===== config.mk =====
export PLATFORM = sky130hd
export DESIGN_NAME = nrg_alu
export DESIGN_NICKNAME = d
export VERILOG_FILES = /design/src/hdl/nrg_pkg.sv /design/src/hdl/nrg_alu.sv
export SDC_FILE = /design/constraint.sdc
export NUM_CORES = 1
export LEC_CHECK = 0
export CAP_MARGIN = 20
export CORE_ASPECT_RATIO = 0.75
export CORE_MARGIN = 5
export CORE_UTILIZATION = 30
export DETAILED_ROUTE_END_ITERATION = 7
export DONT_BUFFER_PORTS = 1
export GPL_TIMING_DRIVEN = 0
export PLACE_DENSITY_LB_ADDON = 0.05
export SLEW_MARGIN = 15
export SYNTH_ARGS = -nofsm -noshare
export SYNTH_HDL_FRONTEND = slang
export SYNTH_SLANG_ARGS = --single-unit

===== constraint.sdc =====
create_clock -name vclk -period 4.05
set_input_delay 0.81 -clock vclk [all_inputs]
set_output_delay 0.81 -clock vclk [all_outputs]
set_load 0.01 [all_outputs]

===== src/hdl/nrg_pkg.sv =====
// Shared types and constants of the nonce replay guard.
`timescale 1ns / 1ps
package nrg_pkg;

    localparam int HISTORY_DEPTH_DEF = 64;

    localparam int CNT_W    = 64;
    localparam int SPAN_W   = 8;
    localparam int LIMIT_W  = 4;
    localparam int FAIL_W   = 4;
    localparam int OP_W     = 2;
    localparam int STATUS_W = 3;
    localparam int CFG_IDX_W  = 2;
    localparam int CFG_DATA_W = 64;

    // Operations
    localparam logic [OP_W-1:0] OP_CHECK   = 2'd0;
    localparam logic [OP_W-1:0] OP_VERDICT = 2'd1;
    localparam logic [OP_W-1:0] OP_START   = 2'd2;

    // Result status codes
    localparam logic [STATUS_W-1:0] ST_OK         = 3'd0;
    localparam logic [STATUS_W-1:0] ST_NO_SESSION = 3'd1;
    localparam logic [STATUS_W-1:0] ST_MISMATCH   = 3'd2;
    localparam logic [STATUS_W-1:0] ST_OUTSIDE    = 3'd3;
    localparam logic [STATUS_W-1:0] ST_REPLAY     = 3'd4;

    // Configuration register indexes
    localparam logic [CFG_IDX_W-1:0] CFG_SESSION_ID = 2'd0;
    localparam logic [CFG_IDX_W-1:0] CFG_SPAN       = 2'd1;
    localparam logic [CFG_IDX_W-1:0] CFG_LIMIT      = 2'd2;

    localparam logic [SPAN_W-1:0]  SPAN_RESET  = 8'd32;
    localparam logic [LIMIT_W-1:0] LIMIT_RESET = 4'd3;
    localparam logic [FAIL_W-1:0]  FAIL_MAX    = 4'd15;

    typedef struct packed {
        logic [OP_W-1:0]  operation;
        logic [CNT_W-1:0] nonce_session;
        logic [CNT_W-1:0] nonce_count;
        logic             verdict_ok;
    } item_t;

    typedef struct packed {
        logic [STATUS_W-1:0] status;
        logic                session_cleared;
        logic                session_active;
    } result_t;

endpackage


===== src/hdl/nrg_alu.sv =====
// Shared 64-bit subtract and equality unit.
`timescale 1ns / 1ps
module nrg_alu (
    input  logic [nrg_pkg::CNT_W-1:0] a,
    input  logic [nrg_pkg::CNT_W-1:0] b,
    output logic [nrg_pkg::CNT_W-1:0] diff,
    output logic                      eq
);
    import nrg_pkg::*;

    assign diff = a - b;
    assign eq   = (a == b);

endmodule

Word-level counts from Yosys, hierarchy flattened. Cells that the tools add are included. Widths: inputs -> output; s select.

Input bits: 128. Flip-flop bits (word level): 0. Output and inout port bits: 65. Word-level logic and storage cells: 2.

Eq/ne operators: 1. Add/subtract/negate cells: 1.

Operators with widths (number): $eq 64x64->1 (1); $sub 64x64->64 (1).

Logic depth before layout (Yosys ltp). Gate-level depths: netlist of the first run.

Word-level depth: 1. Mapped depth: 12. Mapped depth without buffers: 12.

Worst setup path before layout of the first run. OpenSTA, ideal clock, no wires.

Path kind: input-to-output. Start: in a[0] (netlist name). End: out diff[42] (netlist name). Cell stages on the path: 12. Setup slack: -121 ps. Data arrival time: 3361 ps. Buffers on the path: 0. Data required time: 3240 ps. Cell sequence: inv_1 -> ha_1 -> fa_1 -> nand2b_1 -> a211oi_1 -> a211oi_2 -> o22ai_1 -> a41oi_2 -> o31ai_2 -> a21o_1 -> a21oi_1 -> xnor2_1.

Longest elaborated chain between the ends: 1.

RTL lines: start: declaration (line nrg_alu.sv:4) `input logic [nrg_pkg::CNT_W-1:0] a,`; $sub 64x64->64 (line nrg_alu.sv:11) `assign diff = a - b;`; end: declaration (line nrg_alu.sv:6) `output logic [nrg_pkg::CNT_W-1:0] diff,`.

Every way passes these cells.

Worst setup path in the final report of the first run.
Start: in a[0] (netlist name). End: out diff[60] (netlist name).

Same word-level chain as after synthesis.

==> results of run 1 <==
power by group through the flow:
stage	Combinational (mW)	Sequential, mW	Clock, mW
floorplan	0.641	0	0
global placement	0.821	0	0
detailed placement	0.819	0	0
CTS	0.933	0	0
global route	1.10	0	0
finish	1.01	0	0
cell usage in the layout (no fill, tap or decap), types with 6 or more instances in the layout:
| cell type | n |
|---|---|
| sky130_fd_sc_hd__inv_1 | 78 |
| sky130_fd_sc_hd__a21oi_1 | 67 |
| sky130_fd_sc_hd__nand2_1 | 60 |
| sky130_fd_sc_hd__ha_1 | 46 |
| sky130_fd_sc_hd__nor2_1 | 44 |
| sky130_fd_sc_hd__a21o_1 | 34 |
| sky130_fd_sc_hd__xnor2_1 | 29 |
| sky130_fd_sc_hd__buf_4 | 24 |
| sky130_fd_sc_hd__o21ai_0 | 20 |
| sky130_fd_sc_hd__nand4_1 | 19 |
| sky130_fd_sc_hd__o21bai_1 | 17 |
| sky130_fd_sc_hd__xor2_1 | 16 |
| sky130_fd_sc_hd__a21oi_2 | 13 |
| sky130_fd_sc_hd__xnor2_2 | 11 |
| sky130_fd_sc_hd__ha_2 | 11 |
| sky130_fd_sc_hd__o21ai_1 | 10 |
| sky130_fd_sc_hd__nand3_1 | 10 |
| sky130_fd_sc_hd__clkbuf_1 | 8 |
| sky130_fd_sc_hd__a21oi_4 | 7 |
| sky130_fd_sc_hd__nor3_1 | 7 |
| sky130_fd_sc_hd__nand2b_1 | 6 |
| sky130_fd_sc_hd__o21a_1 | 6 |
| sky130_fd_sc_hd__ha_4 | 6 |
cell type report:
class	instances	share of cell area
Buffer	8	0.00582
Inverter	82	0.0621
Multi-Input combinational cell	535	0.850
Tap cell	175	0.0425
Timing Repair Buffer	26	0.0393
worst max-delay path, cell delays in order:
cell and delay [ns]:
sky130_fd_sc_hd__inv_12 0.01, sky130_fd_sc_hd__ha_4 0.15, sky130_fd_sc_hd__fa_2 0.36, sky130_fd_sc_hd__nand2b_4 0.17, sky130_fd_sc_hd__a211oi_4 0.26, sky130_fd_sc_hd__a211oi_4 0.08
sky130_fd_sc_hd__buf_4 0.15, sky130_fd_sc_hd__o22a_1 0.21, sky130_fd_sc_hd__o211ai_1 0.18, sky130_fd_sc_hd__buf_4 0.17, sky130_fd_sc_hd__a21oi_4 0.09, sky130_fd_sc_hd__a21oi_4 0.23
sky130_fd_sc_hd__a31oi_4 0.12, sky130_fd_sc_hd__xnor2_2 0.25
metrics by stage:
step | worst slack [ns] | power (mW) | instances | setup TNS, ns | util
finish | 0.0144 | 1.01 | 826 | 0 | 0.380
global route | -0.111 | 1.10 | 826 | -0.539 | 0.380
CTS | -0.119 | 0.933 | 826 | -0.331 | 0.357
detailed placement | -0.784 | 0.819 | 812 | -12.15 | 0.319
global placement | -0.757 | 0.821 | 812 | -12.24 | 0.319
floorplan | 0.00218 | 0.641 | 637 | 0 | -
layer usage:
metal / up-vias / global-route usage / share of wire
met5: - / 0 / 0
met4: 0 / 0.00125 / 0
met3: 0 / 0.0425 / 0.076
met2: 164 / 0.267 / 0.41
met1: 2127 / 0.274 / 0.51
li1: 2295 / - / -
cell families after synthesis:
group,Yosys count,share of synthesized area
muxes,2,0.00519
AOI/OAI and AO/OA,223,0.358
adders and majority gates,64,0.197
and+or+nand+nor,187,0.220
buffers and inverters,102,0.0935
xor gates and xnor gates,59,0.126
path summary, 6_finish.rpt:
check                       to  slack, ns  depth (start not counted)
worst max-delay path  diff[60]       0.01                         14
worst min-delay path   diff[0]       1.79                          2
synthesized netlist by cell type (2+ instances only):
cell                        count  area, um^2
sky130_fd_sc_hd__a21oi_1       86         430
sky130_fd_sc_hd__inv_1         82         308
sky130_fd_sc_hd__ha_1          63         788
sky130_fd_sc_hd__nand2_1       62         233
sky130_fd_sc_hd__nor2_1        44         165
sky130_fd_sc_hd__xnor2_1       40         350
sky130_fd_sc_hd__a21o_1        34         255
sky130_fd_sc_hd__o21ai_0       25         125
sky130_fd_sc_hd__clkbuf_1      20        75.1
sky130_fd_sc_hd__o21bai_1      20         150
sky130_fd_sc_hd__nand4_1       19         119
sky130_fd_sc_hd__xor2_1        19         166
sky130_fd_sc_hd__nand3_1       12        60.1
sky130_fd_sc_hd__nor3_1        11        55.1
sky130_fd_sc_hd__o21ai_1        8        40.0
sky130_fd_sc_hd__nand2b_1       7        43.8
sky130_fd_sc_hd__nor4_1         7        43.8
sky130_fd_sc_hd__a31oi_1        6        37.5
sky130_fd_sc_hd__o21a_1         6        45.0
sky130_fd_sc_hd__o211ai_1       5        37.5
sky130_fd_sc_hd__a211oi_1       4        30.0
sky130_fd_sc_hd__nor2b_1        4        25.0
sky130_fd_sc_hd__or3_1          4        25.0
sky130_fd_sc_hd__and3_1         3        18.8
sky130_fd_sc_hd__nor3b_1        3        22.5
sky130_fd_sc_hd__o22ai_1        3        18.8
sky130_fd_sc_hd__a211o_1        2        17.5
sky130_fd_sc_hd__a221o_1        2        20.0
sky130_fd_sc_hd__a2bb2oi_1      2        17.5
sky130_fd_sc_hd__o31ai_1        2        15.0
repair_timing:
action | in CTS | in global routing
buffers inserted | 21 | 5
resized for setup | 64 | 65
endpoints found under the hold margin | 0 | 0
pin swaps | 28 | 25
setup endpoints to repair | 35 | 30
==> impl_summary.log, run 1 <==
INFO  metric grt_pass1_vias = 4,549
INFO  metric nNetsFinal = 845
INFO  metric crit_start = a[0]
INFO  metric cp_data_required_time = 3.24 ns
INFO  metric antenna_found_initial = 0
INFO  metric die_area = 16,100 um^2
INFO  metric p_sw_frac = 0.619
INFO  metric routed_wirelength = 15,700 um
INFO  metric avgViaCountPerCell = 5.55
INFO  metric power_frac_comb = 1.000
INFO  metric grt_setup_unrepaired = yes
INFO  metric place_area = 4320 um^2
INFO  metric via_count = 4,586
INFO  metric place_congestion = 0.865
INFO  metric total_i_o_pin_count = 193
INFO  metric seqPwrFrac = 0
INFO  metric firstDrtPassIters = 5
INFO  metric max_cap_viols = 0
INFO  metric die_w = 145 um
INFO  metric area_delta_synth_final = 25.9%
INFO  metric number_of_failing_hold_endpoints_at_the_final_stage = 0
INFO  metric port_buffers = 0
INFO  metric final.clkbuf_count = 0
INFO  metric regArea = 0 um^2
INFO  metric mapped_cells = 637
INFO  metric drive_gt1_frac = 0.197
INFO  metric crit_path_kind = in -> out
INFO  metric holdCritPathClass = in -> out
INFO  metric fmaxAchievable = 0.248 GHz
INFO  metric initial_utilization = 0.302
INFO  metric design.core.area = 13,600 um^2
INFO  metric portion_of_the_clock_cycle_consumed_by_the_worst_path_in_the_final_layout = 0.996
INFO  metric routed_wire_length_per_instance = 19.1 um
INFO  metric cp_data_arrival_time = 3.23 ns
INFO  metric crit_path_max_fanout = 4
INFO  metric critical_path.startpoint_type = input port
INFO  metric netlist-cell-type-count = 62
INFO  metric finalSetupViolations = 0
INFO  metric power_report.internal_total = 0.383 mW
INFO  metric grt_resource_usage_total = 0.179
INFO  metric synthesis.yosys.warnings = 0
INFO  metric worst_hold_startpoint = b[0]
INFO  metric drt_iter0_markers = 281
INFO  metric nFillCells = 1,459
INFO  metric timing.final.max_slew_violations = 0
INFO  metric grt_max_degree = 10
INFO  metric dp_hpwl = 13,300 um
INFO  metric fin_crit = 4.04 ns
INFO  metric wire_length_of_the_first_global_routing_pass = 24,600 um
INFO  metric cellLeakagePower = 2.29 nW
INFO  metric fraction_of_power_consumed_by_the_clock_network = 0
INFO  metric layout.sequential_cells = 0
INFO  metric tightest_slew = 0.810 ns
INFO  metric synth_seq_area_share = 0
INFO  metric postSynthNetCount = 829
INFO  metric global_route.overflow_total = 0
INFO  metric status = complete, no violations
INFO  metric multi_input_comb_area = 4390 um^2
INFO  metric pwr_density_cell = 195 nW/um^2
INFO  metric die_height = 111 um
INFO  metric placement_rows = 37
INFO  metric cp-end-kind = output port
INFO  metric switching_power = 0.624 mW
INFO  metric synth_area = 4100 um^2
INFO  metric insertedDiodeCount = 0
INFO  metric vdd_ir_drop_max = 0.0000718 V
INFO  metric average_cell_area_after_synthesis = 6.43 um^2
INFO  metric detail_route.drc_violations = 0
INFO  metric finalInstanceArea = 5160 um^2
INFO  metric maxSlewHeadroom = 0.455
INFO  metric fin_hold_ws = 1.79 ns
INFO  metric ant_nets = 0
INFO  metric cts-hold-fix-buffers = 0
Power figures use the tool's default switching activity.
==> run 2: changes to the inputs <==
==> constraint.sdc (replaced) <==
create_clock -name vclk -period 4.41
set_input_delay 0.882 -clock vclk [all_inputs]
set_output_delay 0.882 -clock vclk [all_outputs]
set_load 0.01 [all_outputs]
==> run 2 against run 1 <==
Against the previous run: clock-buffer cell count stayed put; wire length is 2.7% lower; power is 17% lower; via count stayed put; critical path depth is 3 lower; die area stayed put; non-clock buffer count is 3 lower; worst hold slack better by 0.14 ns; sequential share of layout area stayed put; sequential cell count stayed put; combinational power is 17% lower; largest power group unchanged.
==> impl_summary.log, run 2 (synthesis results as in run 1) <==
INFO  metric cp-end-kind = output port
INFO  metric die_area = 16,100 um^2
INFO  metric portion_of_the_clock_cycle_consumed_by_the_worst_path_in_the_final_layout = 0.993
INFO  metric finish.utilization = 0.349
INFO  metric place_inst = 812
INFO  metric place_congestion = 0.847
INFO  metric avgViaCountPerCell = 5.57
INFO  metric tightest_slew = 0.810 ns
INFO  metric grt_max_degree = 10
INFO  metric final_cell_count_no_fill = 823
INFO  metric holdCritPathClass = in -> out
INFO  metric port_buffers = 0
INFO  metric finalSetupViolations = 0
INFO  metric cellLeakagePower = 2.19 nW
INFO  metric vdd_ir_drop_max = 0.0000646 V
INFO  metric grt_resource_usage_total = 0.174
INFO  metric fmaxAchievable = 0.228 GHz
INFO  metric max_cap_viols = 0
INFO  metric critical_path.startpoint_type = input port
INFO  metric antenna_found_initial = 0
INFO  metric drive_gt1_frac = 0.113
INFO  metric cpMaxStageDelayCell = sky130_fd_sc_hd__a2111oi_4
INFO  metric cp_data_required_time = 3.53 ns
INFO  metric maxSlewHeadroom = 0.455
INFO  metric final_critical_path_setup_slack = 0.0296 ns
INFO  metric number_of_failing_hold_endpoints_at_the_final_stage = 0
INFO  metric grt_pass1_vias = 4,378
INFO  metric final.clkbuf_count = 0
INFO  metric via_count = 4,586
INFO  metric switching_power = 0.530 mW
INFO  metric routed_wirelength = 15,300 um
INFO  metric insertedDiodeCount = 0
INFO  metric routed_wire_length_per_instance = 18.6 um
INFO  metric dp_hpwl = 13,200 um
INFO  metric ant_nets = 0
INFO  metric power_frac_comb = 1.000
INFO  metric status = complete, no violations
INFO  metric regArea = 0 um^2
INFO  metric die_w = 145 um
INFO  metric nFillCells = 1,523
INFO  metric crit_path_kind = in -> out
INFO  metric detail_route.drc_violations = 0
INFO  metric finalInstanceArea = 4740 um^2
INFO  metric worst_path_largest_cell_delay = 0.42 ns
INFO  metric grt_setup_unrepaired = yes
INFO  metric global_route.overflow_total = 0
INFO  metric initial_utilization = 0.302
INFO  metric timing.final.max_slew_violations = 0
INFO  metric cp_data_arrival_time = 3.50 ns
INFO  metric layout.sequential_cells = 0
INFO  metric wire_length_of_the_first_global_routing_pass = 23,700 um
INFO  metric crit_path_max_fanout = 3
INFO  metric crit_start = b[1]
INFO  metric seqPwrFrac = 0
INFO  metric cp_cell_sequence = inv_1 > ha_1 > nor2b_1 > o21bai_4 > a211o_1 > a2111oi_4 > o21ai_2 > a21oi_4 > a31oi_4 > and4b_1 > or3_4
INFO  metric die_height = 111 um
INFO  metric pwr_density_cell = 177 nW/um^2
INFO  metric p_sw_frac = 0.632
INFO  metric power_report.internal_total = 0.309 mW
INFO  metric area_delta_synth_final = 15.7%
INFO  metric multi_input_comb_area = 4020 um^2
INFO  metric nNetsFinal = 842
INFO  metric fin_crit = 4.38 ns
INFO  metric firstDrtPassIters = 5
INFO  metric placement_rows = 37
INFO  metric total_i_o_pin_count = 193
INFO  metric place_area = 4310 um^2
INFO  metric worst_hold_startpoint = b[0]
INFO  metric fraction_of_power_consumed_by_the_clock_network = 0
INFO  metric drt_iter0_markers = 240
INFO  metric final_cell_mix = sky130_fd_sc_hd__a21oi_1, sky130_fd_sc_hd__inv_1, sky130_fd_sc_hd__nand2_1, sky130_fd_sc_hd__ha_1, sky130_fd_sc_hd__nor2_1
INFO  metric design.core.area = 13,600 um^2
INFO  metric preCtsSetupSlack = -0.709 ns
-- run 2: cell types whose count changed in the layout (fill, tap and decap cells not counted), sizes merged --
cell,previous run,this run
clkbuf,8,13
buf,26,18
-- run 2: routing by layer --
metal	global-route usage	wire, um	vias up	part of all wire
met5	0	0	-	0
met4	0.00753	74	0	0.0048
met3	0.0335	950	4	0.062
met2	0.241	6090	164	0.40
met1	0.282	8200	2130	0.54
li1	-	-	2288	-
-- run 2: path summary, 6_finish.rpt --
path                    to  cells past startpoint
hold / removal     diff[0]                      2
setup / recovery  diff[55]                     11
-- run 2: metrics by stage --
step	total power [mW]	TNS (ns)	hold slack, ns
after floorplan	0.587	0	1.94
after detailed placement	0.749	-8.04	1.96
final	0.839	0	1.93
after global placement	0.750	-8.28	1.96
after global routing	0.923	-0.140	1.94
after CTS	0.796	-0.0951	1.96
-- run 2: cell type report --
| class | instances | area share |
|---|---|---|
| well taps | 175 | 0.0462 |
| inverters | 82 | 0.0665 |
| repair buffers | 18 | 0.0293 |
| multi-input cells | 535 | 0.848 |
| plain buffers | 13 | 0.0103 |
-- run 2: critical path: cells and delay by family --
| family | cells | cell delay, ns |
|---|---|---|
| compound gates | 6 | 1.39 |
| fa+ha+maj | 1 | 0.27 |
| buf+inv | 1 | 0.02 |
| simple gates | 3 | 0.92 |
-- run 2: power groups by stage --
stage	logic (mW)	clock network, mW	registers, mW
global placement	0.750	0	0
floorplan	0.587	0	0
CTS	0.796	0	0
finish	0.839	0	0
global route	0.923	0	0
detailed placement	0.749	0	0
-- run 2: repair_timing --
item / CTS / global route
hold buffers: 0 / 0
pin swaps: 13 / 19
buffers inserted: 8 / 10
gates resized for setup: 23 / 36
gates cloned: 0 / 0
setup endpoints to repair: 25 / 27
==> run 3: changes to the inputs <==
--- a/config.mk
+++ b/config.mk
@@ -5,9 +5,10 @@
 export SDC_FILE = /design/constraint.sdc
 export NUM_CORES = 1
 export LEC_CHECK = 0
+export ABC_AREA = 1
 export CAP_MARGIN = 20
 export CORE_ASPECT_RATIO = 0.75
-export CORE_MARGIN = 5
+export CORE_MARGIN = 3
 export CORE_UTILIZATION = 30
 export DETAILED_ROUTE_END_ITERATION = 7
 export DONT_BUFFER_PORTS = 1
==> constraint.sdc (replaced) <==
create_clock -name vclk -period 4.15
set_input_delay 0.83 -clock vclk [all_inputs]
set_output_delay 0.83 -clock vclk [all_outputs]
set_load 0.01 [all_outputs]
==> run 3 against run 2 <==
Against the previous run: sequential share of layout area stayed put; die area is 39% higher; global-route usage is 3.2 points higher; via count is 57% higher; design area is 37% higher.
==> impl_summary.log, run 3 <==
INFO  metric synth-xor-area-share = 0.0453
INFO  metric timing.critical_path.max_delay_family = simple AND/OR/NAND/NOR gates
INFO  metric avgViaCountPerCell = 4.47
INFO  metric synth_compound_gate_area_share = 0.0413
INFO  metric min_path_cells = 2
INFO  metric mapped_cells = 1,358
INFO  metric synth_seq_area_share = 0
INFO  metric yosysMostFrequentCell = sky130_fd_sc_hd__nand2_1
INFO  metric routed_wire_length_per_instance = 14.9 um
INFO  metric synthesis.yosys.warnings = 0
INFO  metric cp_cell_sequence = inv_1 > ha_1 > nand2_1 > inv_1 > nand2_1 > nor3_1 > nand2_1 > nor2_1 > nand2_1 > nand2_1 > nand2_1 > nand2_1
INFO  metric design.core.area = 19,800 um^2
INFO  metric detail_route.drc_violations = 0
INFO  metric nNetsFinal = 1,552
INFO  metric holdCritPathClass = in -> out
INFO  metric cp_data_required_time = 3.32 ns
INFO  metric max_cap_viols = 0
INFO  metric timing.hold.worst_endpoint = diff[1]
INFO  metric die_height = 130 um
INFO  metric cp_data_arrival_time = 2.92 ns
INFO  metric synth_area = 6180 um^2
INFO  metric timing.final.max_slew_violations = 0
INFO  metric critical_path.startpoint_type = input port
INFO  metric global_route.overflow_total = 0
INFO  metric crit_start = b[53]
INFO  metric initial_utilization = 0.313
INFO  metric grt_max_degree = 8
INFO  metric firstDrtPassIters = 5
INFO  metric grt_setup_unrepaired = no
INFO  metric vdd_ir_drop_max = 0.0000513 V
INFO  metric netlist.top_cell.by_area = sky130_fd_sc_hd__nand2_1
INFO  metric yosys-mux-area-fraction = 0
INFO  metric placement_rows = 44
INFO  metric antenna_found_initial = 0
INFO  metric synth_largest_type_area_fraction = 0.364
INFO  metric die_area = 22,400 um^2
INFO  metric portion_of_the_clock_cycle_consumed_by_the_worst_path_in_the_final_layout = 0.904
INFO  metric post_synth_and_or_nand_nor_area_fraction = 0.545
INFO  metric cts_setup_buffers = 0
INFO  metric port_buffers = 0
INFO  metric drt_iter0_markers = 428
INFO  metric maxSlewHeadroom = 0.473
INFO  metric finish.utilization = 0.329
INFO  metric finalSetupViolations = 0
INFO  metric pwr_density_cell = 151 nW/um^2
INFO  metric via_count = 7,201
INFO  metric cts-resized-gates = 0
INFO  metric fin_crit = 3.75 ns
INFO  metric average_cell_area_after_synthesis = 4.55 um^2
INFO  metric worst_hold_startpoint = b[1]
INFO  metric layout.sequential_cells = 0
INFO  metric insertedDiodeCount = 0
INFO  metric fmaxAchievable = 0.267 GHz
INFO  metric ant_nets = 0
INFO  metric regArea = 0 um^2
INFO  metric total_i_o_pin_count = 193
INFO  metric grt_resource_usage_total = 0.205
INFO  metric critical_path.most_common_cell = sky130_fd_sc_hd__nand2_1
INFO  metric cp-end-kind = output port
INFO  metric final.clkbuf_count = 0
INFO  metric sum_of_buffers_and_inverters_on_the_critical_path = 2
INFO  metric netlist-cell-type-count = 24
INFO  metric most_numerous_cell_types_in_the_synthesized_netlist = sky130_fd_sc_hd__nand2_1, sky130_fd_sc_hd__inv_1, sky130_fd_sc_hd__nor2_1
INFO  metric grt_pass1_vias = 6,431
INFO  metric setup_total_negative_slack = 0 ns
INFO  metric fin_hold_ws = 1.86 ns
INFO  metric cpMaxStageDelayCell = sky130_fd_sc_hd__nor3_1
INFO  metric drive_gt1_frac = 0.0376
INFO  metric place_congestion = 0.901
INFO  metric synth-adder-area-share = 0.131
INFO  metric die_w = 172 um
INFO  metric worst_path_largest_cell_delay = 0.62 ns
INFO  metric wire_length_of_the_first_global_routing_pass = 35,700 um
INFO  metric routed_wirelength = 24,000 um
INFO  metric dp_hpwl = 22,300 um
INFO  metric netlist_top_cells_area = sky130_fd_sc_hd__nand2_1, sky130_fd_sc_hd__inv_1, sky130_fd_sc_hd__ha_1
INFO  metric main_combinational_cell_family_by_area_after_synthesis = simple AND/OR/NAND/NOR gates
INFO  metric layout.cells.most_common = sky130_fd_sc_hd__nand2_1
INFO  metric crit_path_kind = in -> out
INFO  metric cts-hold-fix-buffers = 0
INFO  metric status = complete, no violations
INFO  metric final_cell_mix = sky130_fd_sc_hd__nand2_1, sky130_fd_sc_hd__inv_1, sky130_fd_sc_hd__nor2_1, sky130_fd_sc_hd__ha_1, sky130_fd_sc_hd__nand3_1
INFO  metric postSynthNetCount = 1,550
INFO  metric area_delta_synth_final = 5.12%
INFO  metric number_of_failing_hold_endpoints_at_the_final_stage = 0
INFO  metric cellLeakagePower = 4.59 nW
INFO  metric tightest_slew = 0.784 ns
INFO  metric crit_path_max_fanout = 5
## run 3: logic make-up (layout without fill, tap and decap cells)
kind of cell,count (synthesis),count (layout)
buffers and inverters,391,391
AND/OR/NAND/NOR,821,821
AO/OA/AOI/OAI,50,50
XOR/XNOR,32,32
adder cells (fa/ha/maj),64,64
## run 3: worst max path at each step
stage,slack (ns),endpoint,cells past startpoint
global route,0.22,diff[61],12
detailed placement,0.55,diff[61],12
finish,0.40,diff[61],12
global placement,0.55,diff[61],12
floorplan,0.96,diff[32],13
CTS,0.54,diff[61],12
## run 3: final cells by class
| type | count | area, um^2 |
|---|---|---|
| Buffer | 1 | 7.51 |
| Multi-Input combinational cell | 967 | 4710 |
| Tap cell | 253 | 317 |
| Fill cell | 2394 | 13300 |
| Inverter | 390 | 1460 |
## run 3: metal layers
metal | vias to the layer above | global-route usage | routed length, um
met5 | - | 0 | 0
met4 | 0 | 0.00751 | 112
met3 | 4 | 0.0475 | 2090
met2 | 233 | 0.283 | 8730
met1 | 3042 | 0.332 | 13100
li1 | 3922 | - | -
## run 3: metrics by stage
step	cell area [um^2]	total power, mW	instances	setup slack, ns
floorplan	6180	0.704	1358	0.961
global placement	6500	0.979	1611	0.552
detailed placement	6500	0.977	1611	0.554
CTS	6500	0.981	1611	0.544
global route	6500	1.10	1611	0.217
finish	6500	0.980	1611	0.399
## run 3: report_power, final
| group | total [mW] | switching (mW) | internal [mW] |
|---|---|---|---|
| Combinational | 0.980 | 0.704 | 0.275 |
| Clock | 0 | 0 | 0 |
| Sequential | 0 | 0 | 0 |
| Total | 0.980 | 0.704 | 0.275 |
